==> src/hw/rtl/fir_ibcl_pkg.sv <==
// Shared types and constants for the in-band coefficient load FIR filter.
package fir_ibcl_pkg;

    localparam int WORD_W      = 32;
    localparam int RESULT_W    = 40;
    localparam int TAP_IDX_W   = 7;
    localparam int QUEUE_DEPTH = 2;

    localparam logic [WORD_W-1:0] START_MARK = 32'h0000_BEEF;
    localparam logic [WORD_W-1:0] RUN_MARK   = 32'h0000_ABBA;

    typedef enum logic [1:0] {
        MODE_IDLE,
        MODE_LOAD,
        MODE_AWAIT,
        MODE_FILTER
    } mode_t;

    typedef enum logic [1:0] {
        CMD_COEF,
        CMD_SAMPLE,
        CMD_ABORT
    } cmd_t;

    typedef enum logic [1:0] {
        BACK_IDLE,
        BACK_MAC,
        BACK_DRAIN,
        BACK_RESULT
    } back_state_t;

    typedef struct packed {
        logic signed [WORD_W-1:0] word;
        logic                     end_of_packet;
    } in_t;

    typedef struct packed {
        logic signed [RESULT_W-1:0] filtered;
        logic                       last_out;
    } out_t;

    typedef struct packed {
        cmd_t                 cmd;
        logic [TAP_IDX_W-1:0] addr;
        logic [WORD_W-1:0]    word;
        logic                 last;
    } cmd_entry_t;

    typedef struct packed {
        logic       valid;
        cmd_entry_t entry;
    } queue_head_t;

endpackage

==> src/hw/rtl/fir_ibcl_if.sv <==
// Valid/ready stream interfaces for the input words and the filter results.
interface fir_ibcl_in_if;
    logic                valid;
    logic                ready;
    fir_ibcl_pkg::in_t   payload;

    modport source (output valid, output payload, input ready);
    modport sink   (input valid, input payload, output ready);
endinterface

interface fir_ibcl_out_if;
    logic                valid;
    logic                ready;
    fir_ibcl_pkg::out_t  payload;

    modport source (output valid, output payload, input ready);
    modport sink   (input valid, input payload, output ready);
endinterface

==> src/hw/rtl/fir_ibcl_ram.sv <==
// Generic single-write, single-read RAM with registered read data.
module fir_ibcl_ram #(
    parameter int WIDTH = 16,
    parameter int DEPTH = 64
) (
    input  logic                     clk,
    input  logic                     wr_en,
    input  logic [$clog2(DEPTH)-1:0] wr_addr,
    input  logic [WIDTH-1:0]         wr_data,
    input  logic [$clog2(DEPTH)-1:0] rd_addr,
    output logic [WIDTH-1:0]         rd_data
);

    logic [WIDTH-1:0] mem_reg [DEPTH];
    logic [WIDTH-1:0] rd_data_reg;

    always_ff @(posedge clk)
    begin
        if (wr_en)
        begin
            mem_reg[wr_addr] <= wr_data;
        end
        rd_data_reg <= mem_reg[rd_addr];
    end

    assign rd_data = rd_data_reg;

endmodule

==> src/hw/rtl/fir_ibcl_front.sv <==
// Front end: accepts stream words, tracks the packet mode and issues commands.
module fir_ibcl_front #(
    parameter int TAPS = 64
) (
    input  logic                          clk,
    input  logic                          rst_n,
    fir_ibcl_in_if.sink                   words,
    input  logic                          q_full,
    output logic                          q_push,
    output fir_ibcl_pkg::cmd_entry_t      q_entry
);

    localparam int IDX_W = $clog2(TAPS);

    fir_ibcl_pkg::mode_t mode_reg, mode_next;
    logic [IDX_W-1:0]    idx_reg, idx_next;
    logic                xfer;

    assign words.ready = !q_full;
    assign xfer        = words.valid && !q_full;

    always_ff @(posedge clk or negedge rst_n)
    begin
        if (!rst_n)
        begin
            mode_reg <= fir_ibcl_pkg::MODE_IDLE;
            idx_reg  <= '0;
        end
        else
        begin
            mode_reg <= mode_next;
            idx_reg  <= idx_next;
        end
    end

    always_comb
    begin
        mode_next     = mode_reg;
        idx_next      = idx_reg;
        q_push        = 1'b0;
        q_entry.cmd   = fir_ibcl_pkg::CMD_SAMPLE;
        q_entry.addr  = fir_ibcl_pkg::TAP_IDX_W'(IDX_W'(TAPS - 1) - idx_reg);
        q_entry.word  = words.payload.word;
        q_entry.last  = words.payload.end_of_packet;
        if (xfer)
        begin
            if (mode_reg == fir_ibcl_pkg::MODE_FILTER)
            begin
                q_push = 1'b1;
                if (words.payload.end_of_packet)
                begin
                    mode_next = fir_ibcl_pkg::MODE_IDLE;
                    idx_next  = '0;
                end
            end
            else if (words.payload.end_of_packet)
            begin
                q_push      = 1'b1;
                q_entry.cmd = fir_ibcl_pkg::CMD_ABORT;
                mode_next   = fir_ibcl_pkg::MODE_IDLE;
                idx_next    = '0;
            end
            else
            begin
                case (mode_reg)
                    fir_ibcl_pkg::MODE_IDLE:
                    begin
                        if (words.payload.word == fir_ibcl_pkg::START_MARK)
                        begin
                            mode_next = fir_ibcl_pkg::MODE_LOAD;
                            idx_next  = '0;
                        end
                    end
                    fir_ibcl_pkg::MODE_LOAD:
                    begin
                        q_push      = 1'b1;
                        q_entry.cmd = fir_ibcl_pkg::CMD_COEF;
                        if (idx_reg == IDX_W'(TAPS - 1))
                        begin
                            mode_next = fir_ibcl_pkg::MODE_AWAIT;
                            idx_next  = '0;
                        end
                        else
                        begin
                            idx_next = idx_reg + IDX_W'(1);
                        end
                    end
                    fir_ibcl_pkg::MODE_AWAIT:
                    begin
                        if (words.payload.word == fir_ibcl_pkg::RUN_MARK)
                        begin
                            mode_next = fir_ibcl_pkg::MODE_FILTER;
                        end
                        else
                        begin
                            mode_next = fir_ibcl_pkg::MODE_LOAD;
                        end
                        idx_next = '0;
                    end
                    default:
                    begin
                        mode_next = fir_ibcl_pkg::MODE_IDLE;
                    end
                endcase
            end
        end
    end

endmodule

==> src/hw/rtl/fir_ibcl_queue.sv <==
// Two-entry command queue between the front end and the back end.
module fir_ibcl_queue (
    input  logic                          clk,
    input  logic                          rst_n,
    input  logic                          push,
    input  fir_ibcl_pkg::cmd_entry_t      push_entry,
    output logic                          full,
    input  logic                          pop,
    output fir_ibcl_pkg::queue_head_t     head
);

    localparam int PTR_W = $clog2(fir_ibcl_pkg::QUEUE_DEPTH);
    localparam int CNT_W = $clog2(fir_ibcl_pkg::QUEUE_DEPTH + 1);

    fir_ibcl_pkg::cmd_entry_t entry_reg [fir_ibcl_pkg::QUEUE_DEPTH];
    logic [PTR_W-1:0]         wr_ptr_reg, rd_ptr_reg;
    logic [CNT_W-1:0]         count_reg;
    logic                     do_push, do_pop;

    assign full       = count_reg == CNT_W'(fir_ibcl_pkg::QUEUE_DEPTH);
    assign head.valid = count_reg != '0;
    assign head.entry = entry_reg[rd_ptr_reg];
    assign do_push    = push && !full;
    assign do_pop     = pop && head.valid;

    always_ff @(posedge clk)
    begin
        if (do_push)
        begin
            entry_reg[wr_ptr_reg] <= push_entry;
        end
    end

    always_ff @(posedge clk or negedge rst_n)
    begin
        if (!rst_n)
        begin
            wr_ptr_reg <= '0;
            rd_ptr_reg <= '0;
            count_reg  <= '0;
        end
        else
        begin
            if (do_push)
            begin
                wr_ptr_reg <= wr_ptr_reg + PTR_W'(1);
            end
            if (do_pop)
            begin
                rd_ptr_reg <= rd_ptr_reg + PTR_W'(1);
            end
            if (do_push && !do_pop)
            begin
                count_reg <= count_reg + CNT_W'(1);
            end
            else if (do_pop && !do_push)
            begin
                count_reg <= count_reg - CNT_W'(1);
            end
        end
    end

endmodule

==> src/hw/rtl/fir_ibcl_back.sv <==
// Back end: stores coefficients, runs the tap-serial MAC and holds the result.
module fir_ibcl_back #(
    parameter int TAPS         = 64,
    parameter int SAMPLE_WIDTH = 16,
    parameter int COEF_WIDTH   = 16
) (
    input  logic                          clk,
    input  logic                          rst_n,
    input  fir_ibcl_pkg::queue_head_t     head,
    output logic                          pop,
    fir_ibcl_out_if.source                results
);

    localparam int IDX_W  = $clog2(TAPS);
    localparam int CNT_W  = $clog2(TAPS + 1);
    localparam int PROD_W = SAMPLE_WIDTH + COEF_WIDTH;
    localparam int ACC_W  = fir_ibcl_pkg::RESULT_W;

    fir_ibcl_pkg::back_state_t state_reg, state_next;
    logic [IDX_W-1:0]          k_reg, k_next;
    logic [IDX_W-1:0]          ptr_reg, ptr_next;
    logic [IDX_W-1:0]          wp_reg, wp_next;
    logic [CNT_W-1:0]          fill_reg, fill_next;
    logic [TAPS-1:0]           coef_vld_reg, coef_vld_next;
    logic signed [ACC_W-1:0]   acc_reg, acc_next;
    logic                      eop_reg, eop_next;
    logic                      out_valid_reg, out_valid_next;
    fir_ibcl_pkg::out_t        out_data_reg, out_data_next;

    logic                      s1_valid_reg, s1_last_reg, s1_cvld_reg, s1_dvld_reg;
    logic                      s2_valid_reg, s2_last_reg;
    logic signed [PROD_W-1:0]  prod_reg;

    logic                      issue;
    logic                      out_free;
    logic                      coef_we, dly_we;
    logic [IDX_W-1:0]          coef_waddr, wp_dec;
    logic [COEF_WIDTH-1:0]     coef_rd;
    logic [SAMPLE_WIDTH-1:0]   dly_rd;
    logic signed [COEF_WIDTH-1:0]   coef_op;
    logic signed [SAMPLE_WIDTH-1:0] dly_op;

    assign out_free        = !out_valid_reg || results.ready;
    assign results.valid   = out_valid_reg;
    assign results.payload = out_data_reg;
    assign coef_waddr      = IDX_W'(head.entry.addr);
    assign wp_dec          = (wp_reg == '0) ? IDX_W'(TAPS - 1) : wp_reg - IDX_W'(1);

    fir_ibcl_ram #(
        .WIDTH (COEF_WIDTH),
        .DEPTH (TAPS)
    ) u_coef_ram (
        .clk     (clk),
        .wr_en   (coef_we),
        .wr_addr (coef_waddr),
        .wr_data (head.entry.word[COEF_WIDTH-1:0]),
        .rd_addr (k_reg),
        .rd_data (coef_rd)
    );

    fir_ibcl_ram #(
        .WIDTH (SAMPLE_WIDTH),
        .DEPTH (TAPS)
    ) u_delay_ram (
        .clk     (clk),
        .wr_en   (dly_we),
        .wr_addr (wp_dec),
        .wr_data (head.entry.word[SAMPLE_WIDTH-1:0]),
        .rd_addr (ptr_reg),
        .rd_data (dly_rd)
    );

    always_ff @(posedge clk or negedge rst_n)
    begin
        if (!rst_n)
        begin
            state_reg     <= fir_ibcl_pkg::BACK_IDLE;
            k_reg         <= '0;
            ptr_reg       <= '0;
            wp_reg        <= '0;
            fill_reg      <= '0;
            coef_vld_reg  <= '0;
            out_valid_reg <= 1'b0;
            s1_valid_reg  <= 1'b0;
            s1_last_reg   <= 1'b0;
            s2_valid_reg  <= 1'b0;
            s2_last_reg   <= 1'b0;
        end
        else
        begin
            state_reg     <= state_next;
            k_reg         <= k_next;
            ptr_reg       <= ptr_next;
            wp_reg        <= wp_next;
            fill_reg      <= fill_next;
            coef_vld_reg  <= coef_vld_next;
            out_valid_reg <= out_valid_next;
            s1_valid_reg  <= issue;
            s1_last_reg   <= issue && (k_reg == IDX_W'(TAPS - 1));
            s2_valid_reg  <= s1_valid_reg;
            s2_last_reg   <= s1_last_reg;
        end
    end

    always_ff @(posedge clk)
    begin
        acc_reg      <= acc_next;
        eop_reg      <= eop_next;
        out_data_reg <= out_data_next;
        s1_cvld_reg  <= coef_vld_reg[k_reg];
        s1_dvld_reg  <= CNT_W'(k_reg) < fill_reg;
        prod_reg     <= coef_op * dly_op;
    end

    always_comb
    begin
        coef_op = s1_cvld_reg ? $signed(coef_rd) : '0;
        dly_op  = s1_dvld_reg ? $signed(dly_rd) : '0;
    end

    always_comb
    begin
        state_next     = state_reg;
        k_next         = k_reg;
        ptr_next       = ptr_reg;
        wp_next        = wp_reg;
        fill_next      = fill_reg;
        coef_vld_next  = coef_vld_reg;
        acc_next       = s2_valid_reg ? acc_reg + ACC_W'(prod_reg) : acc_reg;
        eop_next       = eop_reg;
        out_valid_next = out_valid_reg && !results.ready;
        out_data_next  = out_data_reg;
        pop            = 1'b0;
        issue          = 1'b0;
        coef_we        = 1'b0;
        dly_we         = 1'b0;
        case (state_reg)
            fir_ibcl_pkg::BACK_IDLE:
            begin
                if (head.valid)
                begin
                    case (head.entry.cmd)
                        fir_ibcl_pkg::CMD_COEF:
                        begin
                            pop                       = 1'b1;
                            coef_we                   = 1'b1;
                            coef_vld_next[coef_waddr] = 1'b1;
                        end
                        fir_ibcl_pkg::CMD_SAMPLE:
                        begin
                            pop        = 1'b1;
                            dly_we     = 1'b1;
                            wp_next    = wp_dec;
                            ptr_next   = wp_dec;
                            k_next     = '0;
                            acc_next   = '0;
                            eop_next   = head.entry.last;
                            state_next = fir_ibcl_pkg::BACK_MAC;
                            if (fill_reg != CNT_W'(TAPS))
                            begin
                                fill_next = fill_reg + CNT_W'(1);
                            end
                        end
                        fir_ibcl_pkg::CMD_ABORT:
                        begin
                            if (out_free)
                            begin
                                pop                    = 1'b1;
                                out_valid_next         = 1'b1;
                                out_data_next.filtered = '0;
                                out_data_next.last_out = 1'b1;
                            end
                        end
                        default:
                        begin
                            pop = 1'b1;
                        end
                    endcase
                end
            end
            fir_ibcl_pkg::BACK_MAC:
            begin
                issue    = 1'b1;
                ptr_next = (ptr_reg == IDX_W'(TAPS - 1)) ? '0 : ptr_reg + IDX_W'(1);
                if (k_reg == IDX_W'(TAPS - 1))
                begin
                    state_next = fir_ibcl_pkg::BACK_DRAIN;
                end
                else
                begin
                    k_next = k_reg + IDX_W'(1);
                end
            end
            fir_ibcl_pkg::BACK_DRAIN:
            begin
                if (s2_valid_reg && s2_last_reg)
                begin
                    state_next = fir_ibcl_pkg::BACK_RESULT;
                end
            end
            fir_ibcl_pkg::BACK_RESULT:
            begin
                if (out_free)
                begin
                    out_valid_next         = 1'b1;
                    out_data_next.filtered = acc_reg;
                    out_data_next.last_out = eop_reg;
                    state_next             = fir_ibcl_pkg::BACK_IDLE;
                end
            end
            default:
            begin
                state_next = fir_ibcl_pkg::BACK_IDLE;
            end
        endcase
    end

endmodule

==> src/hw/rtl/fir_filter_inband_coef_load.sv <==
// Top level of the streaming FIR filter with in-band coefficient load.
//
// words carries 32-bit stream words with an end_of_packet flag; results
// carries 40-bit sums with last_out. A packet opens with 0xBEEF, then TAPS
// coefficients (highest tap first), then 0xABBA, then samples. Each sample
// gives one sum; a last word outside the sample phase gives a zero result
// marked last.
// The front end takes one word per cycle while its two-entry command queue
// has room. The back end writes a coefficient into its RAM. For a sample it
// runs one multiply-accumulate per tap through the coefficient and delay
// RAMs, plus the read, product and result stages; it takes no new command
// until the sum is in the output register. An abort waits for that register.
// Results sit in an output register; while the receiver stalls the back end
// holds its finished sum and the queue fills, then words.ready drops.
// Reset returns to idle and clears the coefficient valid bits and the delay
// fill count, so all taps and delayed samples read as zero until written.
module fir_filter_inband_coef_load #(
    parameter int TAPS         = 64,
    parameter int SAMPLE_WIDTH = 16,
    parameter int COEF_WIDTH   = 16
) (
    input  logic           clk,
    input  logic           rst_n,
    fir_ibcl_in_if.sink    words,
    fir_ibcl_out_if.source results
);

    logic                      q_push;
    logic                      q_full;
    logic                      q_pop;
    fir_ibcl_pkg::cmd_entry_t  q_entry;
    fir_ibcl_pkg::queue_head_t q_head;

    fir_ibcl_front #(
        .TAPS (TAPS)
    ) u_front (
        .clk     (clk),
        .rst_n   (rst_n),
        .words   (words),
        .q_full  (q_full),
        .q_push  (q_push),
        .q_entry (q_entry)
    );

    fir_ibcl_queue u_queue (
        .clk        (clk),
        .rst_n      (rst_n),
        .push       (q_push),
        .push_entry (q_entry),
        .full       (q_full),
        .pop        (q_pop),
        .head       (q_head)
    );

    fir_ibcl_back #(
        .TAPS         (TAPS),
        .SAMPLE_WIDTH (SAMPLE_WIDTH),
        .COEF_WIDTH   (COEF_WIDTH)
    ) u_back (
        .clk     (clk),
        .rst_n   (rst_n),
        .head    (q_head),
        .pop     (q_pop),
        .results (results)
    );

    a_pop_nonempty: assert property (@(posedge clk) disable iff (!rst_n)
        q_pop |-> q_head.valid)
        else $error("pop from empty command queue");

    a_push_on_transfer: assert property (@(posedge clk) disable iff (!rst_n)
        q_push |-> words.valid && words.ready)
        else $error("command pushed without an input transfer");

    a_abort_from_last: assert property (@(posedge clk) disable iff (!rst_n)
        q_push && q_entry.cmd == fir_ibcl_pkg::CMD_ABORT |-> words.payload.end_of_packet)
        else $error("abort command from a word not marked last");

    a_abort_result: assert property (@(posedge clk) disable iff (!rst_n)
        q_pop && q_head.entry.cmd == fir_ibcl_pkg::CMD_ABORT
        |=> results.valid && results.payload.filtered == '0 && results.payload.last_out)
        else $error("aborted packet did not yield a zero last result");

endmodule

==> src/flat_wrapper.sv <==
// flat-port wrapper written by rule: the top's interface ports become plain ports
module fir_filter_inband_coef_load_flat 
#(
    parameter int TAPS         = 64,
    parameter int SAMPLE_WIDTH = 16,
    parameter int COEF_WIDTH   = 16
)
  (clk, rst_n, words_valid, words_payload, words_ready, results_valid, results_payload, results_ready);
  fir_ibcl_in_if words_i ();
  fir_ibcl_out_if results_i ();
  input  logic clk;
  input  logic rst_n;
  input wire logic [$bits(words_i.valid)-1:0] words_valid;
  input wire logic [$bits(words_i.payload)-1:0] words_payload;
  output wire logic [$bits(words_i.ready)-1:0] words_ready;
  output wire logic [$bits(results_i.valid)-1:0] results_valid;
  output wire logic [$bits(results_i.payload)-1:0] results_payload;
  input wire logic [$bits(results_i.ready)-1:0] results_ready;
  assign words_i.valid = words_valid;
  assign words_i.payload = words_payload;
  assign words_ready = words_i.ready;
  assign results_valid = results_i.valid;
  assign results_payload = results_i.payload;
  assign results_i.ready = results_ready;
  fir_filter_inband_coef_load #(.TAPS(TAPS), .SAMPLE_WIDTH(SAMPLE_WIDTH), .COEF_WIDTH(COEF_WIDTH)) u_core (.clk(clk), .rst_n(rst_n), .words(words_i), .results(results_i));
endmodule
==> config.mk <==
export PLATFORM = sky130hd
export DESIGN_NAME = fir_filter_inband_coef_load_flat
export DESIGN_NICKNAME = d
export VERILOG_FILES = /design/src/hw/rtl/fir_ibcl_pkg.sv /design/src/hw/rtl/fir_ibcl_if.sv /design/src/hw/rtl/fir_ibcl_ram.sv /design/src/hw/rtl/fir_ibcl_front.sv /design/src/hw/rtl/fir_ibcl_queue.sv /design/src/hw/rtl/fir_ibcl_back.sv /design/src/hw/rtl/fir_filter_inband_coef_load.sv /design/src/flat_wrapper.sv
export SDC_FILE = /design/constraint.sdc
export NUM_CORES = 2
export LEC_CHECK = 0
export BUFFER_PORTS_ARGS = -buffer_cell sky130_fd_sc_hd__buf_2
export CAP_MARGIN = 20
export CORE_UTILIZATION = 35
export CTS_CLUSTER_DIAMETER = 30
export DETAILED_ROUTE_END_ITERATION = 10
export PLACE_DENSITY_LB_ADDON = 0.15
export RECOVER_POWER = 25
export SLEW_MARGIN = 20
export SYNTH_ARGS = -nofsm -noshare
export SYNTH_HDL_FRONTEND = slang
export SYNTH_HIERARCHICAL = 1
export SYNTH_SLANG_ARGS = --single-unit
==> constraint.sdc <==
create_clock -name clk -period 18.6 [get_ports clk]
set_input_delay 0.93 -clock clk [delete_from_list [all_inputs] [get_ports clk]]
set_output_delay 0.93 -clock clk [all_outputs]
set_load 0.005 [all_outputs]
Yosys cells after proc, flatten, opt, wreduce, memory -nomap -nowiden
Memory sizes are Yosys's and may differ from the RTL's. A register that Yosys moved wholly into a read port is not among the register bits.
Cells that the tools add are included.
Widths: inputs -> output; s select.
- flip-flop bits (word level): 224
- bits in latches: 0
- memory bits (writable): 2132
- ROM bits: 0
- logic and storage cells: 176
- memories kept: 3
- add/subtract/negate cells: 11
- multiply operators: 1
- div/mod/pow operators: 0
- magnitude comparators: 4
- equality and inequality tests: 26
- shift-type cells: 0
- muxes and demuxes: 74
- bitwise logic cells: 1
- reductions and logical operators: 33
- memory list (memory ; depth ; width ; rd ports ; clocked after Yosys merged registers in ; write ports ; RTL line ; source):
    u_core.u_back.u_coef_ram.mem_reg ; 64 ; 16 ; 1 ; 1 ; 1 ; fir_ibcl_ram.sv:14 ; logic [WIDTH-1:0] mem_reg [DEPTH];
    u_core.u_back.u_delay_ram.mem_reg ; 64 ; 16 ; 1 ; 1 ; 1 ; fir_ibcl_ram.sv:14 ;
    u_core.u_queue.entry_reg ; 2 ; 42 ; 1 ; 0 ; 1 ; fir_ibcl_queue.sv:15 ; fir_ibcl_pkg::cmd_entry_t entry_reg [fir_ibcl_pkg::QUEUE_DEPTH];
- operators with widths (operator ; count):
    $mux 41 ; 4
    $mux 40 ; 4
    $pmux 41 s2 ; 1
    $mux 6 ; 12
    $eq 32x16->1 const B ; 2
    $or 64x64->64 ; 1
    $add 40x32->40 ; 1
    $mul 16x16->32 ; 1
    $mux 16 ; 2
    $mux 2 ; 16
    $mux 1 ; 27
    $pmux 6 s2 ; 2
    $add 6x1->6 const B ; 3
    $eq 6x6->1 const B ; 3
    $pmux 6 s3 ; 1
    $reduce_and 4->1 ; 4
    $lt 6x7->1 const B ; 2
    $eq 2x2->1 const B ; 6
    $ne 2x2->1 const B ; 6
    $reduce_and 5->1 ; 2
    $logic_and 1x1->1 ; 9
    $reduce_and 3->1 ; 3
    $pmux 2 s4 ; 1
    $reduce_bool 2->1 ; 4
    other kinds (21) ; 33

Logic depth before layout (Yosys ltp)
- word-level depth: 10
- mapped depth: 27
- depth with buffers taken out: 25

Cells and area by module
Netlist, hierarchy kept.
- modules (own cells, without submodules) (module ; times used ; cells each ; area an instance (um^2)):
    fir_ibcl_ram ; 2 ; 1829 ; 40042.2
    fir_ibcl_back ; 1 ; 2128 ; 20294.5
    fir_ibcl_queue ; 1 ; 150 ; 3430.8
    fir_ibcl_front ; 1 ; 108 ; 899.6

Worst setup path after synthesis
OpenSTA, ideal clock, no wires.
- path kind: register -> register
- start: reg u_core.u_back.s1_dvld_reg
- end: reg u_core.u_back.prod_reg[31]
- data arrival time: 6353 ps
- required time: 18479 ps
- setup slack: 12126 ps
- stages on the path, launching flop included: 22
- cells stage by stage: dfxtp_1 clkbuf_1 clkbuf_1 nand3_1 fa_1 inv_1 fa_1 fa_1 fa_1 fa_1 inv_1 fa_1 inv_1 ha_1 nand3_1 or4_4 a21oi_2 o2111ai_1 a31oi_1 o21a_1 nor2_2 xnor2_1
- longest elaborated chain between the ends: 2
- RTL lines (element ; RTL line ; source):
    from (decl) ; fir_ibcl_back.sv:30 ; logic s1_valid_reg, s1_last_reg, s1_cvld_reg, s1_dvld_reg;
    from (signal assigned) ; fir_ibcl_back.sv:111 ; s1_dvld_reg <= CNT_W'(k_reg) < fill_reg;
    $mux 16 ; fir_ibcl_back.sv:118 ; dly_op = s1_dvld_reg ? $signed(dly_rd) : '0;
    $mul 16x16->32 ; fir_ibcl_back.sv:112 ; prod_reg <= coef_op * dly_op;
    to (signal assigned) ; fir_ibcl_back.sv:112 ;
    to (decl) ; fir_ibcl_back.sv:32 ; logic signed [PROD_W-1:0] prod_reg;
No other way between the ends.
A chain may end at the register's enable or synchronous reset.

Worst setup path in the final report
Ends and elaborated chain as after synthesis.

==> flow_summary.toml <==
[sta]
timing.slew.headroom_pct = -148
final-max-slew-violation-count = 1169
fin_crit_ns = 8.66
hold_violation_total_from_the_final_report = 0
achievable-frequency_mhz = 115
finalClockSkew_ns = 0.0695
tightestPinTransition_ns = 3.72
fin_crit_sh_pct = 46.6
final_setup_viols = 0
sum_neg_setup_slack_ns = 0
grt_setup_unrepaired = "false"

[clock_tree]
cts_sinks = 2354
cts.repair.resized = 0
tritoncts = "yes"
number_of_buffers_created_by_cts = 477
cts.root.buffer_cell = "clkbuf_16"
clk-insertion-delay-late_ns = 0.92
ctsLongestPathBuffers = 4
post-cts-setup-buffers = 0
clk_pin_slew_worst_paths_ns = 0.05
cts-htree-levels = 5
cts_hold_repair.buffers = 0

[worst_setup_path]
critical_path_arrival_ns = 9.47
crit_top_cell = "fa_1"
path_max_fanout = 43
crit_path_start_kind = "register"
worst_path_required_time_ns = 19.41
count_of_buffering_cells_on_the_critical_path_with_inverters_included = 5
critical_path.max_stage_delay_ns = 1.39
crit_end_element = "register"
path_class = "reg -> reg"
cp_cell_sequence = "clkbuf_1 > nand2_1 > inv_1 > nand2_1 > fa_1 > inv_1 > fa_1 > fa_1 > fa_1 > fa_1 > inv_1 > fa_1 > inv_1 > ha_1 > a2111oi_2 > o21ai_0 > a221oi_1 > o41ai_1 > o2111ai_1 > a31oi_1 > o21a_1 > nor2_2 > xnor2_1"
cpMaxStageDelayCell = "clkbuf_1"
cp_top_family = "adder cells"

[pwr]
power_density_mw_per_mm2 = 120
totalPowerFinal_w = 0.0150
static-leakage-power_nw = 43.7
ir_drop_mv = 0.0743

[die]
die_height_um = 545
chipWidth_um = 545
initial_utilization_pct = 35.2
rows = 199
num_io_pins = 80
dieArea_mm2 = 0.297
placeableCoreArea_mm2 = 0.294

[placed_design]
numPortBuffers = 79
post-dp-hpwl_um = 169000
gp_congestion = 0.864

[synth]
synth_area_mm2 = 0.103
post_synth.cell_area_avg_um2 = 17.3
synth_nets = 6413
yosysWarnings = 6
post_synth_inst_count = 5975

[final_layout]
combined_area_of_the_multi_input_logic_cells_mm2 = 0.0309
drive_gt1_share_pct = 23.6
ff_latch_area_mm2 = 0.0691
filler_cell_count = 26172
final_nets = 6843
layout-area-overhead-vs-synth_pct = 20.6

[detailed_routing]
detailedRoute.firstIterationViolations = 4389
via_count = 55562
antenna_left = 0
detailedRoute.firstPassIterationCount = 8
route.detailed.vias_per_inst = 5.17
detail_route.wirelength_um = 274000
remaining_drc_errors = 56
drt-wirelength-per-cell_um = 25.5

[flow_run]
maxCapViolCount = 22

[global_routing]
antenna_found_initial = 14
grtUsageTotal_pct = 18.3
first_global_vias = 57659
globalRouteOverflowTotal = 0
grt_first_pass_wirelength_um = 401000
grt_max_degree = 113

[worst_hold_path]
hold_path.class = "in -> reg"

[run_status]
violations_in_the_final_reports = "DRC, capacitance limit, slew limit"
run_status = "finished, violations left"
[area by class of cell]
| type | instances | share of cell area [%] |
|---|---|---|
| Antenna cell | 9 | 0.0181 |
| Clock buffer | 560 | 10.1 |
| Clock inverter | 330 | 3.20 |
| Inverter | 345 | 1.04 |
| Multi-Input combinational cell | 2957 | 24.8 |
| Sequential cell | 2354 | 55.5 |
| Tap cell | 3919 | 3.93 |
| Timing Repair Buffer | 270 | 1.47 |
[worst register-to-register path, delay by kind of cell (launching register included)]
kind	cells	cell delay [ns]
adders and majority gates	7	3.17
buffers and inverters	5	2.14
AOI/OAI and AO/OA	7	1.60
and+or+nand+nor	3	1.24
DFF	1	0.30
xor gates and xnor gates	1	0.11
[path summary, 6_finish.rpt]
check	startpoint	to	slack [ns]	cells after the start
setup / recovery	u_core/u_back/s1_dvld_reg	u_core/u_back/prod_reg[31]	9.94	23
hold / removal	words_payload[12]	u_core/u_queue/entry_reg[1][12]	0.23	1
setup reg to reg	u_core/u_back/s1_dvld_reg	u_core/u_back/prod_reg[31]	9.94	23
hold reg to reg	u_core/u_back/s1_valid_reg	u_core/u_back/s2_valid_reg	0.35	0
max in group asynchronous	rst_n	u_core/u_back/ptr_reg[2]	12.68	2
min in group asynchronous	rst_n	u_core/u_front/mode_reg[1]	1.21	1
[metrics by stage]
stage	util [%]	cell area [µm²]	hold slack [ns]	cells	worst slack [ns]
3_3_place_gp	36.8	108000	0.332	9844	11.05
6_report	42.4	125000	0.229	10744	9.94
4_1_cts	42.5	125000	0.0657	10734	11.10
5_1_grt	42.4	125000	0.178	10736	9.46
3_5_place_dp	36.8	108000	0.340	9844	11.10
2_1_floorplan	-	103000	0.331	5975	12.13
[cells in the final DEF, fill, tap and decap left out, types with 20 or more instances in the layout]
master      instances
a211oi_1           23
a21o_1             36
a21oi_1           122
a221oi_1           36
a22oi_1            82
a31oi_1            20
and2_0             20
and2_1             56
buf_2              48
buf_4             179
bufinv_16          77
clkbuf_1          100
clkbuf_16         490
clkinv_1           66
clkinv_2           71
clkinv_4           38
clkinvlp_4         57
dfrtp_1            97
dfxtp_1           105
edfxtp_1         2140
fa_1              263
ha_1              138
inv_1             342
mux2_1             21
mux2_2             55
mux2i_1           196
mux4_2            461
nand2_1           336
nand3_1            99
nand4_1            41
nor2_1            352
nor2_2             20
nor2b_1            66
o21ai_0            71
o21bai_1           67
xnor2_1            59
xor2_1             27
[power breakdown]
group	internal (W)	leakage [nW]	switching (W)
Clock	0.00588	7.95	0.00278
Combinational	0.0000334	14.3	0.000295
Sequential	0.00597	21.4	0.0000118
Total	0.0119	43.7	0.00309
[per-layer routing]
layer	GRT usage, %	up-vias	share of wire (%)
li1	-	23990	-
met5	0	-	0.0095
met1	25.4	29554	45
met4	4.95	4	2.2
met2	29.9	1609	48
met3	2.79	405	5.2
Power figures use the tool's default switching activity.
